**src/rtl/core/sdtq_pkg.sv**
```systemverilog
// ---------------------------------------------------------------------------
// Sorted deadline timer queue package
// Widths, codes and sequencer states.
// ---------------------------------------------------------------------------
package sdtq_pkg;
	localparam int Depth = 16;
	localparam int IdxW  = $clog2(Depth);
	localparam int CntW  = $clog2(Depth + 1);
	localparam logic [47:0] Max48 = '1;

	typedef enum logic [1:0] {
		MODE_CREATE = 2'd0,
		MODE_CANCEL = 2'd1,
		MODE_CLEAR  = 2'd2,
		MODE_TICK   = 2'd3
	} mode_t;

	typedef enum logic [2:0] {
		ST_CREATED  = 3'd0,
		ST_FULL     = 3'd1,
		ST_CANCELED = 3'd2,
		ST_NOTFOUND = 3'd3,
		ST_CLEARED  = 3'd4,
		ST_EXPIRED  = 3'd5,
		ST_NONE     = 3'd6
	} status_t;

	typedef enum logic [2:0] {
		S_IDLE,
		S_SCAN,
		S_SHIFT,
		S_POP,
		S_INSERT,
		S_EMIT,
		S_FINAL,
		S_OUT
	} state_t;

	typedef struct packed {
		logic [47:0] dl;
		logic [31:0] per;
		logic [7:0]  own;
		logic [15:0] id;
		logic        pf;
	} entry_t;
endpackage

```
**src/rtl/core/sorted_deadline_timer_queue.sv**
```systemverilog
// ---------------------------------------------------------------------------
// Sorted deadline timer queue
// Up to 16 timers in deadline order with create, cancel, owner clear, tick.
// ---------------------------------------------------------------------------
// Usage: one command item enters on s_axis (mode, owner, timer_id, interval,
// one_shot, now packed in tdata). Results leave on m_axis, one per item
// except a tick, which gives one result per expired timer, or one result
// when none is due; tlast marks the final result of an item.
// One item is handled at a time; s_axis_tready is low from the accept until
// the cycle after its last result is taken. A tick walks the queue, then per
// expired timer pops the head and bubbles a re-armed timer back in, then
// sends one result per cycle while m_axis_tready is high.
// A stalled m_axis receiver holds the result and the sequencer.
// Reset empties the queue and zeroes the id counter; entry contents are
// left unset since only entries below the count are read.
// ---------------------------------------------------------------------------
module sorted_deadline_timer_queue (
	input  logic         clk,
	input  logic         arst_n,
	input  logic         s_axis_tvalid,
	output logic         s_axis_tready,
	// mode[1:0], owner[9:2], timer_id[25:10], interval[57:26], one_shot[58], now[106:59]
	input  logic [111:0] s_axis_tdata,
	output logic         m_axis_tvalid,
	input  logic         m_axis_tready,
	// status[2:0], result_id[18:3], result_owner[26:19], removed_count[31:27],
	// ready_res[32], time_to_next[80:33], queue_count[85:81]
	output logic [87:0]  m_axis_tdata,
	output logic         m_axis_tlast
);
	import sdtq_pkg::*;

	state_t state_q, state_nx;
	entry_t ent_q [Depth];
	logic [15:0] xid_q [Depth];
	logic [7:0]  xown_q [Depth];
	logic [CntW-1:0] cnt_q, i_q, due_q, gone_q, wr_q, j_q;
	logic [15:0] idc_q;
	mode_t mode_q;
	logic [7:0]  own_q;
	logic [15:0] tid_q;
	logic [31:0] iv_q;
	logic        once_q;
	logic [47:0] now_q;
	logic        hit_q;
	entry_t      ins_q;
	logic [2:0]  st_q;
	logic [15:0] rid_q;
	logic [7:0]  rown_q;
	logic [4:0]  rc_q;
	logic        last_q, ovalid_q;

	logic [IdxW-1:0] ix, ixp, ixm, wx, jx;
	entry_t cur;
	logic [48:0] sum;
	logic [47:0] sat;
	logic        in_acc, out_acc, ld;
	logic        scan_done, shift_done, pop_done, due_hit, keep_cur;
	logic        keep, ins_move, ins_done, last_due;
	logic [2:0]  fin_st;
	logic [15:0] fin_rid;
	logic [4:0]  fin_rc;
	logic        rdy;
	logic [47:0] ttn;

	assign ix  = i_q[IdxW-1:0];
	assign ixp = ix + 1'b1;
	assign ixm = ix - 1'b1;
	assign wx  = wr_q[IdxW-1:0];
	assign jx  = j_q[IdxW-1:0];
	assign cur = ent_q[ix];
	assign sum = {1'b0, now_q} + {17'd0, (state_q == S_POP) ? ent_q[0].per : iv_q};
	assign sat = sum[48] ? Max48 : sum[47:0];
	assign in_acc  = s_axis_tvalid && s_axis_tready;
	assign out_acc = ovalid_q && m_axis_tready;
	assign ld = ((state_q == S_EMIT) || (state_q == S_FINAL)) && (!ovalid_q || m_axis_tready);

	assign scan_done  = (mode_q == MODE_CREATE) || (mode_q == MODE_CLEAR) || (i_q >= cnt_q);
	assign shift_done = (i_q >= cnt_q);
	assign pop_done   = (i_q + 1'b1 >= cnt_q);
	assign due_hit    = (mode_q == MODE_TICK) && (i_q < cnt_q) && (cur.dl <= now_q)
		&& (due_q == i_q);
	assign keep_cur   = !(mode_q == MODE_CLEAR && cur.own == own_q)
		&& !(mode_q == MODE_CANCEL && hit_q && i_q == due_q);
	assign keep       = (mode_q != MODE_TICK) || ins_q.pf;
	assign ins_move   = keep && (i_q != '0) && (ins_q.dl < ent_q[ixm].dl);
	assign ins_done   = !ins_move;
	assign last_due   = (j_q + 1'b1 >= due_q);

	always_comb begin
		state_nx = state_q;
		case (state_q)
			S_IDLE:   if (in_acc) state_nx = S_SCAN;
			S_SCAN:   if (scan_done) begin
				case (mode_q)
					MODE_CREATE: state_nx = (cnt_q < CntW'(Depth)) ? S_INSERT : S_FINAL;
					MODE_TICK:   state_nx = (due_q != '0) ? S_POP : S_FINAL;
					default:     state_nx = S_SHIFT;
				endcase
			end
			S_SHIFT:  if (shift_done) state_nx = S_FINAL;
			S_POP:    if (pop_done) state_nx = S_INSERT;
			S_INSERT: if (ins_done) begin
				if (mode_q != MODE_TICK) state_nx = S_FINAL;
				else state_nx = last_due ? S_EMIT : S_POP;
			end
			S_EMIT:   if (ld && last_due) state_nx = S_OUT;
			S_FINAL:  if (ld) state_nx = S_OUT;
			S_OUT:    if (!ovalid_q || m_axis_tready) state_nx = S_IDLE;
			default:  state_nx = S_IDLE;
		endcase
	end

	always_comb begin
		rdy = (cnt_q != '0) && (ent_q[0].dl <= now_q);
		ttn = ((cnt_q != '0) && !rdy) ? ent_q[0].dl - now_q : 48'd0;
		s_axis_tready = (state_q == S_IDLE);
		m_axis_tvalid = ovalid_q;
		m_axis_tlast  = last_q;
		m_axis_tdata  = {2'b00, cnt_q, ttn, rdy, rc_q, rown_q, rid_q, st_q};
		fin_rid = '0;
		fin_rc  = '0;
		case (mode_q)
			MODE_CREATE: begin
				fin_st  = hit_q ? ST_CREATED : ST_FULL;
				fin_rid = hit_q ? idc_q : 16'd0;
			end
			MODE_CANCEL: fin_st = hit_q ? ST_CANCELED : ST_NOTFOUND;
			MODE_CLEAR: begin
				fin_st = ST_CLEARED;
				fin_rc = 5'(gone_q);
			end
			default: fin_st = ST_NONE;
		endcase
	end

	always_ff @(posedge clk or negedge arst_n) begin
		if (!arst_n) begin
			state_q  <= S_IDLE;
			cnt_q    <= '0;
			i_q      <= '0;
			due_q    <= '0;
			gone_q   <= '0;
			wr_q     <= '0;
			j_q      <= '0;
			idc_q    <= '0;
			mode_q   <= MODE_CREATE;
			own_q    <= '0;
			tid_q    <= '0;
			iv_q     <= '0;
			once_q   <= 1'b0;
			now_q    <= '0;
			hit_q    <= 1'b0;
			ins_q    <= '0;
			st_q     <= '0;
			rid_q    <= '0;
			rown_q   <= '0;
			rc_q     <= '0;
			last_q   <= 1'b0;
			ovalid_q <= 1'b0;
		end else begin
			state_q <= state_nx;
			if (ld) ovalid_q <= 1'b1;
			else if (out_acc) ovalid_q <= 1'b0;
			case (state_q)
				S_IDLE: if (in_acc) begin
					mode_q <= mode_t'(s_axis_tdata[1:0]);
					own_q  <= s_axis_tdata[9:2];
					tid_q  <= s_axis_tdata[25:10];
					iv_q   <= s_axis_tdata[57:26];
					once_q <= s_axis_tdata[58];
					now_q  <= s_axis_tdata[106:59];
					i_q <= '0; wr_q <= '0; due_q <= '0; gone_q <= '0; j_q <= '0;
					hit_q <= 1'b0;
				end
				S_SCAN: begin
					// find due prefix, first cancel hit, or stage a new timer
					case (mode_q)
						MODE_CREATE: begin
							hit_q <= (cnt_q < CntW'(Depth));
							ins_q <= '{dl: sat, per: iv_q, own: own_q, id: idc_q, pf: !once_q};
							i_q   <= cnt_q;
						end
						MODE_CANCEL: if (i_q < cnt_q) begin
							i_q <= i_q + 1'b1;
							if (!hit_q && cur.own == own_q && cur.id == tid_q) begin
								hit_q <= 1'b1;
								due_q <= i_q;
							end
						end else i_q <= '0;
						MODE_TICK: if (i_q < cnt_q) begin
							i_q <= i_q + 1'b1;
							if (due_hit) due_q <= due_q + 1'b1;
						end else i_q <= '0;
						default: ;
					endcase
				end
				S_SHIFT: if (i_q < cnt_q) begin
					// compact surviving entries downward
					i_q <= i_q + 1'b1;
					if (mode_q == MODE_CLEAR && cur.own == own_q) gone_q <= gone_q + 1'b1;
					else if (keep_cur) wr_q <= wr_q + 1'b1;
				end else cnt_q <= wr_q;
				S_POP: begin
					// take the head and close the gap
					if (i_q == '0)
						ins_q <= '{dl: sat, per: ent_q[0].per, own: ent_q[0].own,
							id: ent_q[0].id, pf: ent_q[0].pf};
					if (!pop_done) i_q <= i_q + 1'b1;
					else begin
						cnt_q <= cnt_q - 1'b1;
						i_q   <= cnt_q - 1'b1;
					end
				end
				S_INSERT: begin
					// bubble the staged timer down one slot per cycle
					if (ins_move) i_q <= i_q - 1'b1;
					else begin
						if (keep) cnt_q <= cnt_q + 1'b1;
						if (mode_q == MODE_TICK) begin
							j_q <= last_due ? '0 : j_q + 1'b1;
							i_q <= '0;
						end
					end
				end
				S_EMIT: if (ld) begin
					st_q   <= ST_EXPIRED;
					rid_q  <= xid_q[jx];
					rown_q <= xown_q[jx];
					rc_q   <= '0;
					last_q <= last_due;
					j_q    <= j_q + 1'b1;
				end
				S_FINAL: if (ld) begin
					st_q   <= fin_st;
					rid_q  <= fin_rid;
					rown_q <= '0;
					rc_q   <= fin_rc;
					last_q <= 1'b1;
					if (mode_q == MODE_CREATE && hit_q) idc_q <= idc_q + 1'b1;
				end
				default: ;
			endcase
		end
	end

	always_ff @(posedge clk) begin
		case (state_q)
			S_SCAN: if (due_hit) begin
				xid_q[ix]  <= cur.id;
				xown_q[ix] <= cur.own;
			end
			S_SHIFT:  if (i_q < cnt_q && keep_cur) ent_q[wx] <= cur;
			S_POP:    if (!pop_done) ent_q[ix] <= ent_q[ixp];
			S_INSERT: if (ins_move) ent_q[ix] <= ent_q[ixm];
				else if (keep) ent_q[ix] <= ins_q;
			default: ;
		endcase
	end
endmodule

```
**config.mk**
```make
export PLATFORM = sky130hd
export DESIGN_NAME = sorted_deadline_timer_queue
export DESIGN_NICKNAME = d
export VERILOG_FILES = /design/src/rtl/core/sdtq_pkg.sv /design/src/rtl/core/sorted_deadline_timer_queue.sv
export SDC_FILE = /design/constraint.sdc
export NUM_CORES = 2
export LEC_CHECK = 0
export ABC_AREA = 1
export BUFFER_PORTS_ARGS = -buffer_cell sky130_fd_sc_hd__buf_2
export CAP_MARGIN = 10
export CORE_ASPECT_RATIO = 0.9
export CORE_UTILIZATION = 30
export DETAILED_ROUTE_END_ITERATION = 12
export PLACE_DENSITY = 0.48
export SLEW_MARGIN = 20
export SYNTH_ARGS = -nofsm -noshare
export SYNTH_HDL_FRONTEND = slang
export SYNTH_SLANG_ARGS = --single-unit
```
**constraint.sdc**
```tcl
create_clock -name clk -period 22.5 [get_ports clk]
set_input_delay 1.125 -clock clk [delete_from_list [all_inputs] [get_ports clk]]
set_output_delay 1.125 -clock clk [all_outputs]
set_load 0.02 [all_outputs]
```
Word level (Yosys, flattened, before mapping)
Memory sizes are Yosys's and may differ from the RTL's. Index checks and enable logic that the tools add are counted.

Add/subtract/negate cells: 13. Bitwise gates (word level): 2. Reduce and logical (&&, ||, !) cells: 58. Order comparisons: 8. Eq/ne operators: 41. Muxes and demuxes: 100.

Operator list (count): $mux W105 (5); $pmux W105 S2 (1); $mux W5 (26); $reduce_or A105 Y1 (1); $le A48 B48 Y1 (2); $mux W48 (2); $mux W16 (4); $pmux W5 S2 (6); $add A48 B32 Y49 (1); $lt A48 B48 Y1 (1); $sub A48 B48 Y48 (1); $mux W3 (13); $mux W32 (1); $ne A2 B2 Y1 const B (16); $pmux W16 S2 (1); $add A5 B1 Y5 const B (6); $pmux W5 S3 (2); $mux W1 (26); $pmux W5 S5 (1); $reduce_and A5 Y1 (5); $ne A3 B3 Y1 const B (8); $pmux W3 S8 (1); $reduce_bool A5 Y1 (4); $logic_and A1 B1 Y1 (19); other kinds (37) (69).

Output and inout port bits: 91. Input bits: 116. Memory bits (writable): 2064. Flip-flop bits (word level): 296. Word-level logic and storage cells: 251. Memories kept: 3.

Memories: ent_q (words 16, width 105, read ports 4, clocked after memory_dff 0, wr ports 1, RTL line sorted_deadline_timer_queue.sv:34) `entry_t ent_q [Depth];`; xid_q (words 16, width 16, read ports 1, clocked after memory_dff 0, wr ports 1, RTL line sorted_deadline_timer_queue.sv:35) `logic [15:0] xid_q [Depth];`; xown_q (words 16, width 8, read ports 1, clocked after memory_dff 0, wr ports 1, RTL line sorted_deadline_timer_queue.sv:36) `logic [7:0] xown_q [Depth];`.

Depth between registers and ports, before layout
Word-level depth: 11. Depth in mapped cells: 39. Gate-level depth less buffers: 27.

Least setup slack after synthesis
No wires, ideal clock.

Kind: register -> register. From: register i_q[0]. To: memory ent_q[12][0] (netlist bit) (enable). Stages on the path, launching flop included: 36. Arrival time: 9.902 ns. Path slack: 12.028 ns. Setup time: 0.570 ns. Clock period less this slack: 10.472 ns. Required time: 21.930 ns. Path buffers: 14. Path through: dfrtp_1 > buf_4 > inv_4 > buf_6 > buf_8 > buf_6 > buf_4 > buf_2 > buf_2 > buf_2 > buf_2 > ha_1 > inv_1 > buf_2 > clkbuf_1 > clkbuf_1 > clkbuf_1 > a21oi_1 > o21ai_0 > ha_1 > a21oi_1 > o21ai_0 > a21oi_1 > nand3b_1 > a31o_2 > nand2_1 > nor3_1 > nand3_4 > nand2_4 > inv_4 > nand2_4 > buf_6 > nand2_1 > nand2_1 > nand3_1 > nor2_1.

Longest elaborated chain between the ends: 11. Elaborated cells on any way between the ends: 34. Classes of those cells: add/sub: 2; order compare: 3; eq/ne: 2; mux: 14; bitwise: 2; reduce/logical: 10; memory: 1.

RTL lines: start, declared (RTL line sorted_deadline_timer_queue.sv:37) `logic [CntW-1:0] cnt_q, i_q, due_q, gone_q, wr_q, j_q;`; start signal, assigned (RTL line sorted_deadline_timer_queue.sv:182) `i_q <= cnt_q;`; start signal, assigned (RTL line sorted_deadline_timer_queue.sv:185) `i_q <= i_q + 1'b1;`; start signal, assigned (RTL line sorted_deadline_timer_queue.sv:192) `i_q <= i_q + 1'b1;`; $sub A4 B1 Y4 (RTL line sorted_deadline_timer_queue.sv:68) `assign ixm = ix - 1'b1;`; $mem_v2 Z16 W105; $lt A48 B48 Y1 (RTL line sorted_deadline_timer_queue.sv:86) `assign ins_move = keep && (i_q != '0) && (ins_q.dl < ent_q[ixm].dl);`; $logic_and A1 B1 Y1 (RTL line sorted_deadline_timer_queue.sv:86); $mux W1 (RTL line sorted_deadline_timer_queue.sv:255) `S_INSERT: if (ins_move) ent_q[ix] <= ent_q[ixm];`; $mux W1 (RTL line sorted_deadline_timer_queue.sv:248) `case (state_q)`; $mux W1 (implied by the code) (RTL line sorted_deadline_timer_queue.sv:255); $or A1 B1 Y1 (no source line) (2 in series); $reduce_or A105 Y1 (no source line); $mux W4 (no source line) / $mux W1 (equally long branches); end, declared (RTL line sorted_deadline_timer_queue.sv:34).

Several ways; a longest one is shown, not always the timed one.

Worst setup path after layout
From: register i_q[0]. To: memory ent_q[10][56] (netlist bit) (enable).

Same word-level chain as after synthesis.

==> impl_metrics.yaml <==
outcome:
  outcome: "finished, final reports clean"
yosys:
  ys.warnings.count: 0
  ys_types: 73
  ys_seq_area_share_pct: 54.62
  syn_area_per_cell_sq_um: 9.070
  syn-cell-area_sq_um: 127000
  synth_top_flop_cell: "edfxtp_1"
  synth-async-reset-ratio_pct: 12.54
  synth_edf_count: 2064
  ys_seq_elements: 2360
  syn_inst: 14007
clock_tree:
  cts.path.max_buffers: 4
  cts_hold_buf: 0
  clk_latency_ps: 940
  clkTransAtPathRegs_ps: 60
  cts_resized: 0
  cts_tree: "built"
  clk_root_buffer_cell: "clkbuf_16"
  cts_setup_buffers: 0
  cts.sinks: 2360
  cts_made_buffers: 286
  htree_levels: 5
finish:
  area_delta_synth_final_pct: 12.61
  fill_cells: 43087
  fin_nets: 14107
  drive_gt1_share_pct: 7.586
  mostFrequentLayoutCell: "nand2_1"
  final_cell_mix: "nand2_1 (2980), o21ai_0 (2529), edfxtp_1 (2064)"
global_route:
  grt_usage_pct: 22.29
  use_met1_pct: 32.20
  grtUsageMet2_pct: 34.83
  grt_max_degree: 220
  grt_pass1_wl_microns: 701300
  first_global_vias: 97564
  globalRouteMet3Util_pct: 3.273
  antenna_found_initial: 30
  top_usage_layer: "met2"
  overflow: 0
die:
  dieHeight_microns: 619.4
  initial_core_util_pct: 30.15
  dieWidth_microns: 687.9
  dieArea_sq_um: 426100
  core_area_sq_um: 421300
  core.rowCount: 226
  pin_count: 207
setup_path:
  critPathMaxFanout: 149
  critPathArrivalTime_ps: 14020
  crit_required_ps: 23000
  endpoint_kind: "register"
  cp_slowest_cell: "dfrtp_4"
  critPathLaunchType: "register"
  max_stage_delay_ps: 940
  critical_path_class: "register to register"
timing:
  fmax_mhz: 73.97
  worst_pin_slew_ps: 1199
  slew_headroom_pct: 19.53
  setup_ws_ps: 8982
  setup_tns_ps: 0
  min_period_ps: 13520
  setup_violations: 0
  final-hold-violation-count: 0
  skew_ps: 68.58
  rsz0062_at_grt: "false"
  hold_slack_ps: 200.0
  post-route-period-util_pct: 60.08
  slew_violations: 0
pwr:
  combPwrFrac_pct: 50.1
  sw_frac_of_total_pct: 46.91
  vdd_ir_drop_max_mv: 0.1564
  p_switching_uw: 11090
  p_int_uw: 12550
  power_frac_seq_pct: 30.3
  pwr_density_cell_nw_per_um2: 165.3
  pwr-share-clk_pct: 19.7
  p_leak_uw: 0.05158
detailed_routing:
  via_per_inst: 5.417
  routedWlPerCell_microns: 25.06
  via_count: 106233
  drtPass1Iterations: 8
  dr.first_iter.drc_count: 11762
  antenna_left: 0
  drc_errors: 0
  wl_microns: 491400
place:
  hpwlAfterDp_microns: 284900
  gp_congestion: 0.9067
  dp_worst_setup_slack_ps: 9188
  io_buffers: 199
worst_hold_path:
  worstHoldPathType: "input pin to asynchronous set/reset pin"
job:
  cap_violations: 0
## cell families (layout without fill, tap and decap cells)
family | Yosys count | after routing | share of synthesized area [%]
adder cells (fa/ha/maj) | 210 | 210 | 2.080
XOR/XNOR | 112 | 112 | 0.7781
multiplexers | 482 | 482 | 3.798
AND/OR/NAND/NOR | 5080 | 5080 | 16.05
buffers and inverters | 1713 | 1718 | 5.481
other | 1 | 13 | 0.002952
AO/OA/AOI/OAI | 4049 | 4049 | 17.19
flip-flops | 2360 | 2360 | 54.62
## state kept, by name, summed over array words and instances, names as in the netlist, 2 cells and up
| name | cells |
|---|---|
| wr_q | 5 |
| state_q | 3 |
| rid_q | 16 |
| own_q | 8 |
| now_q | 48 |
| cnt_q | 5 |
| i_q | 5 |
| mode_q | 2 |
| xid_q | 256 |
| gone_q | 5 |
| st_q | 3 |
| xown_q | 128 |
| ins_q | 105 |
| rown_q | 8 |
| rc_q | 5 |
| idc_q | 16 |
| due_q | 5 |
| tid_q | 16 |
| iv_q | 32 |
| j_q | 5 |
| ent_q | 1680 |
## through the flow
stage	utilization (%)	instance area (sq um)	instances	power [uW]
5_1_grt	33.95	143000	19600	24990
3_5_place_dp	31.69	133500	19054	18790
2_1_floorplan	-	127000	14008	14390
4_1_cts	33.88	142800	19574	23470
3_3_place_gp	31.64	133300	19044	18720
6_report	33.95	143100	19610	23640
## power groups by stage
stage	Combinational [uW]	Clock, uW	Sequential, uW
after floorplan	7330	0	7050
after global placement	11500	0	7260
after detailed placement	11500	0	7240
after CTS	11600	4730	7160
after global routing	12900	4880	7190
final	11800	4650	7160
## metal layers
layer	vias to the layer above	routed length, microns	part of all wire (%)
met5	-	54	0.011
met2	4437	215200	44
li1	48853	-	-
met3	719	39790	8.1
met1	52216	222500	45
met4	8	13880	2.8
## path summary, 6_finish.rpt
check                      slack, ps            start       endpoint  depth (start not counted)
setup / recovery                8980           i_q[0]  ent_q[10][56]                         28
hold / removal                   200           arst_n      now_q[42]                          1
setup reg to reg                8980           i_q[0]  ent_q[10][56]                         28
hold reg to reg                  480          st_q[1]        st_q[1]                          2
max in group asynchronous      20090           arst_n        iv_q[4]                          3
min in group clk                 390  s_axis_tdata[3]       own_q[1]                          3
## synthesized netlist by cell type, drive strengths merged (2+ instances only)
cell type | number | area (sq um)
nand2 | 2994 | 11280
o21ai | 2613 | 13090
edfxtp | 2064 | 61980
nor2 | 1318 | 4967
a21oi | 737 | 3704
inv | 718 | 2700
nand3 | 609 | 3088
clkbuf | 599 | 2248
mux2i | 482 | 4825
buf | 393 | 2003
dfrtp | 296 | 7407
o22ai | 249 | 1558
ha | 208 | 2603
o211ai | 176 | 1331
o221ai | 88 | 770.7
nand4 | 86 | 581.8
xor2 | 70 | 613.1
a31oi | 66 | 412.9
nor3 | 42 | 256.5
xnor2 | 42 | 375.4
a22oi | 16 | 120.1
o21a | 15 | 112.6
a211oi | 14 | 105.1
o31ai | 13 | 97.59
a311oi | 12 | 105.1
nor4 | 12 | 81.33
or2 | 8 | 50.05
a221oi | 6 | 52.55
a22o | 6 | 52.55
o32ai | 6 | 52.55
a21o | 5 | 37.54
o221a | 5 | 56.30
and3 | 4 | 25.02
o21bai | 4 | 30.03
o22a | 4 | 35.03
a31o | 3 | 26.28
clkinv | 3 | 11.26
o2111ai | 3 | 26.28
fa | 2 | 40.04
nand3b | 2 | 15.01
nor3b | 2 | 25.02
o211a | 2 | 20.02
## critical path: cells and delay by family (launching register included)
family | cells | cell delay [ps]
compound gates | 5 | 1200
simple gates | 12 | 4540
flops | 1 | 940
buf+inv | 9 | 5100
fa+ha+maj | 2 | 740
## layout make-up
class | count | area (sq um) | area share [%]
Inverter | 721 | 2783 | 1.945
Multi-Input combinational cell | 9935 | 51260 | 35.83
Clock buffer | 402 | 8064 | 5.637
Antenna cell | 11 | 27.53 | 0.01924
Clock inverter | 118 | 1175 | 0.8212
Timing Repair Buffer | 477 | 3366 | 2.353
Tap cell | 5586 | 6989 | 4.885
Sequential cell | 2360 | 69400 | 48.51
Note: power is estimated with default switching activity, not from simulation.
